===== src/cbra_pkg.sv =====
// Shared types, codes and defaults for the cluster bitmap run allocator.
package cbra_pkg;

    localparam int MAP_BYTES_DEF = 128;
    localparam int MAX_RUN_DEF   = 32;

    localparam logic [1:0] OP_LOAD  = 2'd0;
    localparam logic [1:0] OP_READ  = 2'd1;
    localparam logic [1:0] OP_ALLOC = 2'd2;
    localparam logic [1:0] OP_FREE  = 2'd3;

    typedef struct packed {
        logic [1:0]  operation;
        logic [6:0]  byte_index;
        logic [7:0]  byte_value;
        logic [10:0] request_clusters;
        logic [9:0]  run_start;
        logic [5:0]  run_length;
    } t_request;

    typedef struct packed {
        logic [7:0]  read_data;
        logic [9:0]  found_start;
        logic [5:0]  found_length;
        logic [10:0] free_clusters;
    } t_result;

    typedef enum logic [2:0] {
        S_IDLE,
        S_READ_A,
        S_READ_B,
        S_SCAN,
        S_SCAN_END,
        S_RMW_RD,
        S_RMW_WR,
        S_DONE
    } t_state;

    typedef struct packed {
        logic capture;
        logic read_cap;
        logic scan;
        logic scan_fin;
        logic rmw_wr;
    } t_dp_cmd;

    typedef struct packed {
        logic req_skip;
        logic scan_end;
        logic fin_empty;
        logic rmw_last;
    } t_dp_sts;

endpackage


===== src/cbra_ram.sv =====
// Generic single-write, single-read RAM with registered read data.
module cbra_ram #(
    parameter int WIDTH = 8,
    parameter int DEPTH = 128,
    parameter int AW    = (DEPTH > 1) ? $clog2(DEPTH) : 1
) (
    input  logic             i_clk,
    input  logic             i_we,
    input  logic [AW-1:0]    i_waddr,
    input  logic [WIDTH-1:0] i_wdata,
    input  logic [AW-1:0]    i_raddr,
    output logic [WIDTH-1:0] o_rdata
);

    logic [WIDTH-1:0] r_mem [DEPTH];
    logic [WIDTH-1:0] r_rdata;

    always_ff @(posedge i_clk) begin
        if (i_we) begin
            r_mem[i_waddr] <= i_wdata;
        end
        r_rdata <= r_mem[i_raddr];
    end

    assign o_rdata = r_rdata;

endmodule


===== src/cbra_ctrl.sv =====
// Controller state machine sequencing load, read, allocate and free requests.
module cbra_ctrl (
    input  logic              i_clk,
    input  logic              i_rst_n,
    input  logic              i_start,
    input  logic [1:0]        i_operation,
    input  cbra_pkg::t_dp_sts i_sts,
    output cbra_pkg::t_dp_cmd o_cmd,
    output logic              o_busy,
    output logic              o_done
);
    import cbra_pkg::*;

    t_state r_state;
    t_state n_state;

    always_ff @(posedge i_clk) begin
        if (!i_rst_n) begin
            r_state <= S_IDLE;
        end else begin
            r_state <= n_state;
        end
    end

    always_comb begin
        n_state = r_state;
        o_cmd   = '0;
        o_busy  = 1'b1;
        o_done  = 1'b0;
        case (r_state)
            S_IDLE: begin
                o_busy = 1'b0;
                if (i_start) begin
                    o_cmd.capture = 1'b1;
                    if (i_sts.req_skip) begin
                        n_state = S_DONE;
                    end else if (i_operation == OP_READ) begin
                        n_state = S_READ_A;
                    end else if (i_operation == OP_ALLOC) begin
                        n_state = S_SCAN;
                    end else begin
                        n_state = S_RMW_RD;
                    end
                end
            end
            S_READ_A: begin
                n_state = S_READ_B;
            end
            S_READ_B: begin
                o_cmd.read_cap = 1'b1;
                n_state        = S_DONE;
            end
            S_SCAN: begin
                o_cmd.scan = 1'b1;
                if (i_sts.scan_end) begin
                    n_state = S_SCAN_END;
                end
            end
            S_SCAN_END: begin
                o_cmd.scan_fin = 1'b1;
                n_state        = i_sts.fin_empty ? S_DONE : S_RMW_RD;
            end
            S_RMW_RD: begin
                n_state = S_RMW_WR;
            end
            S_RMW_WR: begin
                o_cmd.rmw_wr = 1'b1;
                n_state      = i_sts.rmw_last ? S_DONE : S_RMW_RD;
            end
            S_DONE: begin
                o_done  = 1'b1;
                n_state = S_IDLE;
            end
            default: begin
                n_state = S_IDLE;
            end
        endcase
    end

    a_done_busy: assert property (@(posedge i_clk) disable iff (!i_rst_n)
        o_done |-> o_busy)
        else $error("result strobe outside a busy request");

    a_done_release: assert property (@(posedge i_clk) disable iff (!i_rst_n)
        o_done |=> !o_busy)
        else $error("still busy after result strobe");

    a_accept_busy: assert property (@(posedge i_clk) disable iff (!i_rst_n)
        (i_start && !o_busy) |=> o_busy)
        else $error("request accepted without going busy");

endmodule


===== src/cbra_datapath.sv =====
// Datapath: bitmap store, run scan, read-modify-write masking and free count.
module cbra_datapath #(
    parameter int MAP_BYTES = cbra_pkg::MAP_BYTES_DEF,
    parameter int MAX_RUN   = cbra_pkg::MAX_RUN_DEF
) (
    input  logic               i_clk,
    input  logic               i_rst_n,
    input  cbra_pkg::t_request i_request,
    input  cbra_pkg::t_dp_cmd  i_cmd,
    output cbra_pkg::t_dp_sts  o_sts,
    output cbra_pkg::t_result  o_result
);
    import cbra_pkg::*;

    localparam int AW = (MAP_BYTES > 1) ? $clog2(MAP_BYTES) : 1;
    localparam int CW = AW + 3;
    localparam int N  = MAP_BYTES * 8;
    localparam int FW = $clog2(N + 1);
    localparam int LW = $clog2(MAX_RUN + 1);
    localparam int XW = ((CW > 10) ? CW : 10) + 2;
    localparam int WW = ((LW > 11) ? LW : 11) + 1;
    localparam logic [AW-1:0] LAST = AW'(MAP_BYTES - 1);
    localparam logic [XW-1:0] NX   = XW'(N);

    function automatic logic [3:0] f_pop(input logic [7:0] b);
        logic [3:0] n;
        n = '0;
        for (int k = 0; k < 8; k++) begin
            n = n + 4'(b[k]);
        end
        return n;
    endfunction

    t_request         r_req;
    logic [AW-1:0]    r_addr;
    logic [AW-1:0]    r_last;
    logic [XW-1:0]    r_lo;
    logic [XW-1:0]    r_hi;
    logic             r_pipe_vld;
    logic [AW-1:0]    r_pipe_addr;
    logic             r_issue_done;
    logic             r_scan_end;
    logic             r_in_run;
    logic [CW-1:0]    r_cur_start;
    logic [LW-1:0]    r_cur_len;
    logic [CW-1:0]    r_best_start;
    logic [LW-1:0]    r_best_len;
    logic             r_stop;
    logic [7:0]       r_rd_data;
    logic [CW-1:0]    r_found_start;
    logic [LW-1:0]    r_found_len;
    logic [FW-1:0]    r_free;
    logic [MAP_BYTES-1:0] r_valid;
    logic             r_rd_valid;

    logic [7:0]       ram_rdata;
    logic [7:0]       byte_q;
    logic [7:0]       wmask;
    logic [7:0]       n_wbyte;
    logic [FW-1:0]    n_free;

    logic             idx_ok;
    logic [XW-1:0]    free_lo;
    logic [XW-1:0]    free_end;
    logic [XW-1:0]    free_hi;
    logic             free_skip;
    logic             req_skip;

    logic             n_in_run;
    logic [CW-1:0]    n_cur_start;
    logic [LW-1:0]    n_cur_len;
    logic [CW-1:0]    n_best_start;
    logic [LW-1:0]    n_best_len;
    logic             n_stop;

    logic             fin_take;
    logic [CW-1:0]    fin_start;
    logic [LW-1:0]    fin_len;
    logic [XW-1:0]    fin_hi;

    cbra_ram #(
        .WIDTH (8),
        .DEPTH (MAP_BYTES)
    ) u_map (
        .i_clk   (i_clk),
        .i_we    (i_cmd.rmw_wr),
        .i_waddr (r_addr),
        .i_wdata (n_wbyte),
        .i_raddr (r_addr),
        .o_rdata (ram_rdata)
    );

    assign byte_q = ram_rdata & {8{r_rd_valid}};

    assign idx_ok    = XW'(i_request.byte_index) < XW'(MAP_BYTES);
    assign free_lo   = XW'(i_request.run_start);
    assign free_end  = free_lo + XW'(i_request.run_length);
    assign free_hi   = (free_end > NX) ? NX : free_end;
    assign free_skip = (i_request.run_length == '0) || (free_lo >= NX);

    always_comb begin
        case (i_request.operation)
            OP_LOAD:  req_skip = !idx_ok;
            OP_READ:  req_skip = !idx_ok;
            OP_FREE:  req_skip = free_skip;
            default:  req_skip = 1'b0;
        endcase
    end

    always_comb begin
        n_in_run     = r_in_run;
        n_cur_start  = r_cur_start;
        n_cur_len    = r_cur_len;
        n_best_start = r_best_start;
        n_best_len   = r_best_len;
        n_stop       = 1'b0;
        for (int j = 0; j < 8; j++) begin
            if (!n_stop) begin
                if (byte_q[7-j]) begin
                    if (n_in_run && (n_cur_len > n_best_len)) begin
                        n_best_len   = n_cur_len;
                        n_best_start = n_cur_start;
                    end
                    n_in_run  = 1'b0;
                    n_cur_len = '0;
                end else begin
                    if (!n_in_run) begin
                        n_in_run    = 1'b1;
                        n_cur_start = {r_pipe_addr, 3'(j)};
                        n_cur_len   = LW'(1);
                    end else begin
                        n_cur_len = n_cur_len + 1'b1;
                    end
                    if ((WW'(n_cur_len) == WW'(r_req.request_clusters)) ||
                        (n_cur_len == LW'(MAX_RUN))) begin
                        n_stop = 1'b1;
                    end
                end
            end
        end
    end

    assign fin_take  = r_in_run && (r_cur_len > r_best_len);
    assign fin_start = fin_take ? r_cur_start : r_best_start;
    assign fin_len   = fin_take ? r_cur_len : r_best_len;
    assign fin_hi    = XW'(fin_start) + XW'(fin_len);

    always_comb begin
        for (int j = 0; j < 8; j++) begin
            wmask[7-j] = (((XW'(r_addr) << 3) + XW'(j)) >= r_lo) &&
                         (((XW'(r_addr) << 3) + XW'(j)) < r_hi);
        end
        case (r_req.operation)
            OP_LOAD:  n_wbyte = r_req.byte_value;
            OP_ALLOC: n_wbyte = byte_q | wmask;
            default:  n_wbyte = byte_q & ~wmask;
        endcase
        n_free = r_free + FW'(f_pop(byte_q)) - FW'(f_pop(n_wbyte));
    end

    assign o_sts.req_skip  = req_skip;
    assign o_sts.scan_end  = r_scan_end;
    assign o_sts.fin_empty = (fin_len == '0);
    assign o_sts.rmw_last  = (r_addr == r_last);

    // control state
    always_ff @(posedge i_clk) begin
        if (!i_rst_n) begin
            r_free       <= FW'(N);
            r_valid      <= '0;
            r_pipe_vld   <= 1'b0;
            r_issue_done <= 1'b0;
            r_scan_end   <= 1'b0;
            r_stop       <= 1'b0;
            r_in_run     <= 1'b0;
        end else begin
            if (i_cmd.capture) begin
                r_pipe_vld   <= 1'b0;
                r_issue_done <= 1'b0;
                r_scan_end   <= 1'b0;
                r_stop       <= 1'b0;
                r_in_run     <= 1'b0;
            end
            if (i_cmd.scan) begin
                r_pipe_vld <= !r_issue_done;
                if (!r_issue_done) begin
                    r_issue_done <= (r_addr == LAST);
                end
                if (r_pipe_vld && !r_stop) begin
                    r_in_run   <= n_in_run;
                    r_stop     <= n_stop;
                    r_scan_end <= n_stop || (r_pipe_addr == LAST);
                end
            end
            if (i_cmd.rmw_wr) begin
                r_valid[r_addr] <= 1'b1;
                r_free          <= n_free;
            end
        end
    end

    // payload
    always_ff @(posedge i_clk) begin
        r_rd_valid <= r_valid[r_addr];
        if (i_cmd.capture) begin
            r_req         <= i_request;
            r_rd_data     <= '0;
            r_found_start <= '0;
            r_found_len   <= '0;
            r_cur_start   <= '0;
            r_cur_len     <= '0;
            r_best_start  <= '0;
            r_best_len    <= '0;
            case (i_request.operation)
                OP_LOAD, OP_READ: begin
                    r_addr <= AW'(i_request.byte_index);
                    r_last <= AW'(i_request.byte_index);
                end
                OP_FREE: begin
                    r_lo   <= free_lo;
                    r_hi   <= free_hi;
                    r_addr <= AW'(free_lo >> 3);
                    r_last <= AW'((free_hi - 1'b1) >> 3);
                end
                default: begin
                    r_addr <= '0;
                end
            endcase
        end
        if (i_cmd.read_cap) begin
            r_rd_data <= byte_q;
        end
        if (i_cmd.scan) begin
            if (!r_issue_done) begin
                r_pipe_addr <= r_addr;
                r_addr      <= r_addr + 1'b1;
            end
            if (r_pipe_vld && !r_stop) begin
                r_cur_start  <= n_cur_start;
                r_cur_len    <= n_cur_len;
                r_best_start <= n_best_start;
                r_best_len   <= n_best_len;
            end
        end
        if (i_cmd.scan_fin) begin
            r_found_start <= fin_start;
            r_found_len   <= fin_len;
            r_lo          <= XW'(fin_start);
            r_hi          <= fin_hi;
            r_addr        <= fin_start[CW-1:3];
            r_last        <= AW'((fin_hi - 1'b1) >> 3);
        end
        if (i_cmd.rmw_wr) begin
            r_addr <= r_addr + 1'b1;
        end
    end

    assign o_result.read_data     = r_rd_data;
    assign o_result.found_start   = 10'(r_found_start);
    assign o_result.found_length  = 6'(r_found_len);
    assign o_result.free_clusters = 11'(r_free);

    a_free_bound: assert property (@(posedge i_clk) disable iff (!i_rst_n)
        r_free <= FW'(N))
        else $error("free count above map size");

    a_write_in_map: assert property (@(posedge i_clk) disable iff (!i_rst_n)
        i_cmd.rmw_wr |-> (r_addr <= LAST))
        else $error("map write beyond last byte");

    a_run_bound: assert property (@(posedge i_clk) disable iff (!i_rst_n)
        i_cmd.scan_fin |-> (fin_len <= LW'(MAX_RUN)))
        else $error("found run longer than run limit");

endmodule


===== src/cluster_bitmap_run_allocator_core.sv =====
// Top level: cluster bitmap run allocator, controller plus datapath.
// Load and free: each map byte touched is read, then written (RMW_RD, RMW_WR); read: READ_A, then READ_B.
// Allocate: one map byte per cycle through the scan, then each byte of the found run is
// read and written back; one request at a time, busy high until the result strobe.
// Results appear for one cycle on o_done; the receiver cannot stall them.
// Reset clears per-byte valid bits so the map reads all free at once; free count = 8*MAP_BYTES.
module cluster_bitmap_run_allocator_core #(
    parameter int MAP_BYTES = cbra_pkg::MAP_BYTES_DEF,
    parameter int MAX_RUN   = cbra_pkg::MAX_RUN_DEF
) (
    input  logic               i_clk,
    input  logic               i_rst_n,
    input  logic               start,
    input  cbra_pkg::t_request i_request,
    output logic               busy,
    output logic               o_done,
    output cbra_pkg::t_result  o_result
);
    import cbra_pkg::*;

    t_dp_cmd dp_cmd;
    t_dp_sts dp_sts;

    cbra_ctrl u_ctrl (
        .i_clk       (i_clk),
        .i_rst_n     (i_rst_n),
        .i_start     (start),
        .i_operation (i_request.operation),
        .i_sts       (dp_sts),
        .o_cmd       (dp_cmd),
        .o_busy      (busy),
        .o_done      (o_done)
    );

    cbra_datapath #(
        .MAP_BYTES (MAP_BYTES),
        .MAX_RUN   (MAX_RUN)
    ) u_datapath (
        .i_clk     (i_clk),
        .i_rst_n   (i_rst_n),
        .i_request (i_request),
        .i_cmd     (dp_cmd),
        .o_sts     (dp_sts),
        .o_result  (o_result)
    );

endmodule


===== config.mk =====
export PLATFORM = sky130hd
export DESIGN_NAME = cluster_bitmap_run_allocator_core
export DESIGN_NICKNAME = d
export VERILOG_FILES = /design/src/cbra_pkg.sv /design/src/cbra_ram.sv /design/src/cbra_ctrl.sv /design/src/cbra_datapath.sv /design/src/cluster_bitmap_run_allocator_core.sv
export SDC_FILE = /design/constraint.sdc
export NUM_CORES = 2
export LEC_CHECK = 0
export ABC_AREA = 1
export BUFFER_PORTS_ARGS = -buffer_cell sky130_fd_sc_hd__buf_4
export CORE_MARGIN = 4
export CORE_UTILIZATION = 45
export DETAILED_ROUTE_END_ITERATION = 16
export SKIP_CTS_REPAIR_TIMING = 1
export SLEW_MARGIN = 20
export SYNTH_ARGS = -nofsm -noshare
export SYNTH_HDL_FRONTEND = slang
export SYNTH_SLANG_ARGS = --single-unit

===== constraint.sdc =====
create_clock -name i_clk -period 17.6 [get_ports i_clk]
set_input_delay 0.88 -clock i_clk [delete_from_list [all_inputs] [get_ports i_clk]]
set_output_delay 0.88 -clock i_clk [all_outputs]
set_load 0.02 [all_outputs]

# Word-level counts from Yosys, hierarchy flattened

Memory sizes are Yosys's and may differ from the RTL's. A register that Yosys moved wholly into a read port is not among the register bits.
Cells that the tools add are included.

Flip-flop bits (word level): 268
Memory bits (writable): 1,024
Memories: 1
Word-level logic and storage cells: 389
Bits of input ports: 47
Output and inout bits: 37

Magnitude comparators: 28
Bitwise gates (word level): 6
Muxes and demuxes: 217
Reductions and logical operators: 45
$add $sub $neg: 36
Eq/ne operators: 32

Memories:

| name                   | depth | bits a word | read ports | clocked after memory_dff | wr ports | line           | source |
|---|---|---|---|---|---|---|---|
| u_datapath.u_map.r_mem | 128   | 8           | 1          | 1                        | 1        | cbra_ram.sv:15 | `logic [WIDTH-1:0] r_mem [DEPTH];` |

Operators by type and width:

| operator                                                             | count |
|---|---|
| 10-bit 2-to-1 mux                                                    | 57 |
| 6-bit 2-to-1 mux                                                     | 69 |
| 128-bit bitwise OR                                                   | 1 |
| 6-bit by 11-bit equality test with 1-bit output                      | 8 |
| 12-bit by 10-bit greater-or-equal comparator with 1-bit output       | 7 |
| 12-bit < comparator                                                  | 7 |
| 1-bit 2-to-1 mux                                                     | 65 |
| 7-bit 2-to-1 mux                                                     | 7 |
| 4-bit by 1-bit adder with 4-bit output                               | 12 |
| 6-bit by 1-bit adder with 6-bit output, second input constant        | 8 |
| 6-bit equality test, second input constant                           | 8 |
| 6-bit greater-than comparator                                        | 8 |
| 10-bit by 3-bit adder with 11-bit output, second input constant      | 4 |
| 12-bit 2-to-1 mux                                                    | 3 |
| 7-bit case mux with 2 select lines                                   | 2 |
| 3-bit case mux with 8 select lines                                   | 1 |
| 10-bit by 2-bit adder with 11-bit output, second input constant      | 2 |
| 10-bit by 6-bit adder with 11-bit output                             | 2 |
| 10-bit by 1-bit subtractor with 10-bit output, second input constant | 2 |
| 1-bit logical AND                                                    | 18 |
| 8-bit AND                                                            | 2 |
| 8-bit 2-to-1 mux                                                     | 2 |
| 8-bit case mux with 2 select lines                                   | 1 |
| 3-bit 2-to-1 mux                                                     | 5 |
| 36 further kinds                                                     | 63 |

# Longest topological paths before layout

Word-level depth: 52
Mapped depth: 101
Depth with buffers taken out: 94

# Hierarchy

Synthesis repeated with hierarchy kept, for this count alone.

Cells, all modules: 6,506
Area total of the unflattened synthesis: 61,720.4 µm²

By module, submodules not included:

| module        | area each (µm²) | sequential area each (µm²) | instances | cells each |
|---|---|---|---|---|
| cbra_ram      | 42,104.1        | 30,909.6                   | 1         | 3,575 |
| cbra_datapath | 19,353.6        | 6,085.8                    | 1         | 2,890 |
| cbra_ctrl     | 262.8           | 60.1                       | 1         | 41 |

# Worst setup path before layout

Ideal clock, no wire load.

Path type: register to register
From: reg u_datapath.r_addr[4]
To: reg u_datapath.r_free[10]
Setup time: 0.129 ns
Required time: 17.471 ns
Setup slack: 1.991 ns
Clock period less this slack: 15.609 ns
Data arrival time: 15.480 ns
Path buffers: 0
Stages on the path, launching flop included: 34
Cells stage by stage: dfxtp_1 -> ha_1 -> nand2_1 -> nor2_1 -> a211oi_1 -> o22ai_1 -> nor2_1 -> inv_1 -> o22ai_1 -> nand2_1 -> o311ai_0 -> fa_1 -> fa_1 -> inv_1 -> fa_1 -> fa_1 -> xnor2_1 -> fa_1 -> inv_1 -> ha_1 -> nand2_1 -> o21ai_0 -> a21oi_1 -> inv_1 -> a21oi_1 -> o21ai_0 -> a21oi_1 -> inv_1 -> a21oi_1 -> o21ai_0 -> a21oi_1 -> inv_1 -> a21oi_1 -> o21ai_0

Elaborated cells between the ends (all ways): 43
Those cells by class: add/sub: 15; order compare: 16; mux: 1; bitwise: 3; reduce/logical: 8

RTL lines:

| element                                                                                                      | line                                       | source |
|---|---|---|
| start: declaration                                                                                           | cbra_datapath.sv:35                        | `logic [AW-1:0] r_addr;` |
| start signal: assignment                                                                                     | cbra_datapath.sv:216                       | `r_addr <= AW'(i_request.byte_index);` |
| start signal: assignment                                                                                     | cbra_datapath.sv:222                       | `r_addr <= AW'(free_lo >> 3);` |
| start signal: assignment                                                                                     | cbra_datapath.sv:236                       | `r_addr <= r_addr + 1'b1;` |
| 10-bit by 2-bit adder with 11-bit output (*)                                                                 | cbra_datapath.sv:150, cbra_datapath.sv:151 |  |
| 12-bit by 10-bit greater-or-equal comparator with 1-bit output / 12-bit < comparator (equally long branches) | cbra_datapath.sv:150, cbra_datapath.sv:151 |  |
| 1-bit logical AND (*)                                                                                        | cbra_datapath.sv:150                       | `wmask[7-j] = (((XW'(r_addr) << 3) + XW'(j)) >= r_lo) &&` |
| 8-bit NOT                                                                                                    | cbra_datapath.sv:156                       | `default: n_wbyte = byte_q & ~wmask;` |
| 8-bit AND                                                                                                    | cbra_datapath.sv:156                       |  |
| 8-bit case mux with 2 select lines (*)                                                                       | cbra_datapath.sv:153                       | `case (r_req.operation)` |
| via u_datapath.n_wbyte[4]                                                                                    | cbra_datapath.sv:59                        | `logic [7:0] n_wbyte;` |
| 4-bit by 1-bit adder with 4-bit output (*) (4 in a row)                                                      | cbra_datapath.sv:29                        | `n = n + 4'(b[k]);` |
| 11-bit by 4-bit subtractor with 11-bit output (*)                                                            | cbra_datapath.sv:158                       | `n_free = r_free + FW'(f_pop(byte_q)) - FW'(f_pop(n_wbyte));` |
| end signal: assignment                                                                                       | cbra_datapath.sv:169                       | `r_free <= FW'(N);` |
| end signal: assignment                                                                                       | cbra_datapath.sv:197                       | `r_free <= n_free;` |
| end: declaration                                                                                             | cbra_datapath.sv:52                        | `logic [FW-1:0] r_free;` |

Mark *: on every way through the listed nets, which the timed path passes. The rest lies on a longest branch.
A chain may end at the register's enable or synchronous reset.

# Worst setup path in the final report

From: reg u_datapath.r_cur_len[0]
To: reg u_datapath.r_best_len[3]

Elaborated cells between the ends (all ways): 128
Those cells by class: add/sub: 7; order compare: 8; eq/ne: 14; mux: 84; reduce/logical: 15

RTL lines:

| element                           | line                 | source |
|---|---|---|
| start: declaration                | cbra_datapath.sv:45  | `logic [LW-1:0] r_cur_len;` |
| start signal: assignment          | cbra_datapath.sv:240 | `r_cur_len <= n_cur_len;` |
| 6-bit greater-than comparator (*) | n/a                  |  |
| 1-bit logical AND (*)             | n/a                  |  |
| 6-bit 2-to-1 mux (*)              | n/a                  |  |
| via u_datapath.fin_len[5]         | cbra_datapath.sv:78  | `logic [LW-1:0] fin_len;` |
| 6-bit 2-to-1 mux (*)              | cbra_datapath.sv:119 | `if (byte_q[7-j]) begin` |
| 6-bit greater-than comparator     | cbra_datapath.sv:120 | `if (n_in_run && (n_cur_len > n_best_len)) begin` |
| 1-bit logical AND                 | cbra_datapath.sv:120 |  |
| 6-bit 2-to-1 mux                  | cbra_datapath.sv:120 |  |
| [26 not listed]                   | n/a                  |  |
| 6-bit 2-to-1 mux (*)              | cbra_datapath.sv:118 | `if (!n_stop) begin` |
| 6-bit greater-than comparator     | cbra_datapath.sv:120 |  |
| 1-bit logical AND                 | cbra_datapath.sv:120 |  |
| 6-bit 2-to-1 mux                  | cbra_datapath.sv:120 |  |
| 6-bit 2-to-1 mux                  | cbra_datapath.sv:119 |  |
| 6-bit 2-to-1 mux (*)              | cbra_datapath.sv:118 |  |
| 6-bit 2-to-1 mux (*)              | cbra_datapath.sv:238 | `if (r_pipe_vld && !r_stop) begin` |
| 6-bit 2-to-1 mux (*)              | cbra_datapath.sv:233 | `if (i_cmd.scan) begin` |
| end signal: assignment            | cbra_datapath.sv:242 | `r_best_len <= n_best_len;` |
| end: declaration                  | cbra_datapath.sv:47  | `logic [LW-1:0] r_best_len;` |

Mark *: on every way through the listed nets, which the timed path passes. The rest lies on a longest branch. The select of a mux whose other input is x is not followed.

==> impl_metrics.json <==
{
  "via_per_inst": 5.815,
  "synth_largest_area_cell": "edfxtp_1",
  "async_flop_share_pct": 0,
  "grt_usage_pct": 26.47,
  "required_ns": 18.29,
  "ys_ff_latch": 1299,
  "areaGrowthSynthToFinish_pct": 12.34,
  "clk_pin_slew_ns": 0.06,
  "drc": 0,
  "finalClockSkew_ns": 0.02633,
  "die_w_um": 363.1,
  "overflow": 0,
  "die_h_um": 363.1,
  "cp_slowest_cell": "o21ai_0",
  "powerDensity_mw_per_mm2": 144.0,
  "stdcell_area_mm2": 0.06373,
  "cp_common_cell": "nand2_1",
  "rows": 130,
  "vias": 40312,
  "p_clk_share_pct": 31.2,
  "synthTopCellsByCount": "edfxtp_1, nand2_1, nor2_1",
  "yosysMostFrequentCell": "edfxtp_1",
  "start_util_pct": 45.24,
  "gp_congestion": 0.9452,
  "cts-buffers-inserted": 135,
  "power_frac_seq_pct": 41.1,
  "p_switching_mw": 3.148,
  "fin_nets": 5322,
  "finalHoldViolCount": 0,
  "p_int_mw": 6.027,
  "worstPathArrival_ns": 15.98,
  "p_total_mw": 9.174,
  "port_buffers": 83,
  "cap_violations": 0,
  "num_antenna_cells": 0,
  "firstDrtPassIters": 6,
  "syn-instance-count": 5106,
  "drt_iter0_markers": 4234,
  "yosysTopAreaCellShare_pct": 58.44,
  "layout_min_cycle_time_ns": 15.28,
  "crit_type": "flip-flop to flip-flop",
  "critPathLaunchType": "flip-flop",
  "grt_start_max_net_pins": 130,
  "final_util_pct": 50.82,
  "final_max_slew_viol_count": 0,
  "holdCritPathClass": "input port to flip-flop",
  "cts_tree": "yes",
  "syn_area_mm2": 0.05673,
  "core_area_mm2": 0.1254,
  "combPwrFrac_pct": 27.7,
  "antenna_found_initial": 3,
  "drive_above_1_share_pct": 8.993,
  "p_leak_nw": 23.11,
  "worstPathMaxFanout": 30,
  "max_freq_ghz": 0.06543,
  "synth_area_per_cell_um2": 11.11,
  "routedWlPerCell_um": 25.55,
  "yosysUniqueCellTypes": 68,
  "slew-limit-headroom_pct": 17.92,
  "seq_area_frac_synth_pct": 65.32,
  "grt_pass1_vias": 38372,
  "worst_pin_slew_ns": 1.230,
  "synth_edf_count": 1104,
  "end_kind": "flip-flop",
  "ios": 84,
  "ys_warn_count": 0,
  "cts_buffer_depth": 3,
  "tns_ns": 0,
  "critPathMaxStageDelay_ns": 0.70,
  "die_area_mm2": 0.1318,
  "status": "completed",
  "syn_nets": 5261,
  "finalCritPeriodShare_pct": 86.84,
  "postPlaceCellArea_mm2": 0.05928,
  "drt-total-wl_um": 177100,
  "clock-sinks": 1299,
  "ctsHtreeMaxLevel": 4,
  "synthTopCellsByArea": "edfxtp_1, dfxtp_1, nand2_1",
  "peakVddDrop_mv": 0.1317,
  "synth-main-ff-cell": "edfxtp_1",
  "grt_pass1_wl_um": 259300,
  "cts_root_buf": "clkbuf_16",
  "dp_hpwl_um": 111500,
  "rsz0062_at_grt": "false",
  "p_sw_share_pct": 34.31,
  "setup_viol": 0,
  "clock_latency_ns": 0.77,
  "ant_nets": 0
}
==> state kept, by name, summed over array words and instances (netlist names), 10 cells and up <==
| signal | cells |
|---|---|
| u_datapath.u_map.r_mem | 1024 |
| u_datapath.r_free | 11 |
| u_datapath.r_valid | 128 |
| u_datapath.r_found_start | 10 |
| u_datapath.r_cur_start | 10 |
| u_datapath.r_lo | 10 |
| u_datapath.r_hi | 11 |
| u_datapath.r_best_start | 10 |
| u_datapath.r_req | 21 |
==> per-layer routing <==
| metal | wire, um | GRT usage (%) |
|---|---|---|
| met5 | 0 | 0 |
| met4 | 7064 | 10.27 |
| met3 | 13280 | 4.234 |
| met2 | 82480 | 42.44 |
| met1 | 74320 | 36.41 |
==> worst paths after layout <==
kind | cells past startpoint | startpoint | slack, ns | end
worst max-delay path | 84 | u_datapath.r_cur_len[0] | 2.32 | u_datapath.r_best_len[3]
worst min-delay path | 1 | i_request[34] | 0.29 | u_datapath.r_req[34]
worst max register to register | 84 | u_datapath.r_cur_len[0] | 2.32 | u_datapath.r_best_len[3]
worst min register to register | 1 | u_datapath.r_valid[126] | 0.47 | u_datapath.r_valid[126]
==> area by class of cell <==
cell class	instances	area (um^2)
clock buffer	203	3877
fill	10986	61680
tap	1650	2064
sequential	1299	37060
multi-input combinational	3141	17280
inverter	441	1665
timing repair buffer	149	1222
clock inverter	49	563.0
==> metrics by stage <==
step	setup slack [ns]	instances	hold WS, ns
3_3_place_gp	2.780	6680	0.4486
5_1_grt	0.5816	6932	0.2517
2_1_floorplan	1.991	5106	0.4403
4_1_cts	2.434	6932	0.2350
6_report	2.316	6932	0.2882
3_5_place_dp	2.506	6680	0.4532
==> critical path: cells and delay by family (launching register included) <==
kind / cells / cell delay, ns
fa+ha+maj: 8 / 2.31
compound gates: 13 / 3.13
flops: 1 / 0.41
buf+inv: 19 / 2.64
simple gates: 44 / 6.70
==> power by group through the flow <==
stage / combinational [mW] / sequential, mW / clock, mW
finish: 2.54 / 3.77 / 2.86
global placement: 2.50 / 3.83 / 0
global route: 2.74 / 3.78 / 3.02
floorplan: 1.43 / 3.92 / 0
CTS: 2.53 / 3.77 / 2.89
detailed placement: 2.52 / 3.84 / 0
==> cell usage in the layout, fill, tap and decap left out, types with 12 or more instances in the layout <==
cell and instances:
buf_4 140, ha_1 94, o211ai_1 21, a21oi_1 132, inv_2 32, o21ai_1 12
a221oi_1 150, nor2_4 13, inv_1 398, clkbuf_1 47, clkinv_2 19, nand4_1 164
nand3_1 226, o21ai_0 204, o22ai_1 18, a22o_1 110, nor3_1 13, nor2_1 574
clkinv_1 16, nand2_2 21, a22oi_1 170, clkbuf_16 138, fa_1 14, nand2_1 990
o21bai_1 13, xnor2_1 15, edfxtp_1 1104, xor2_1 33, dfxtp_1 195, clkbuf_8 18
==> logic make-up after synthesis <==
kind of cell	after synthesis	synth area share (%)
fa+ha+maj	108	2.567
xor+xnor	48	0.7410
simple gates	2062	15.39
buf+inv	666	4.552
flops	1299	65.32
compound gates	923	11.44
Note: power is estimated with default switching activity, not from simulation.
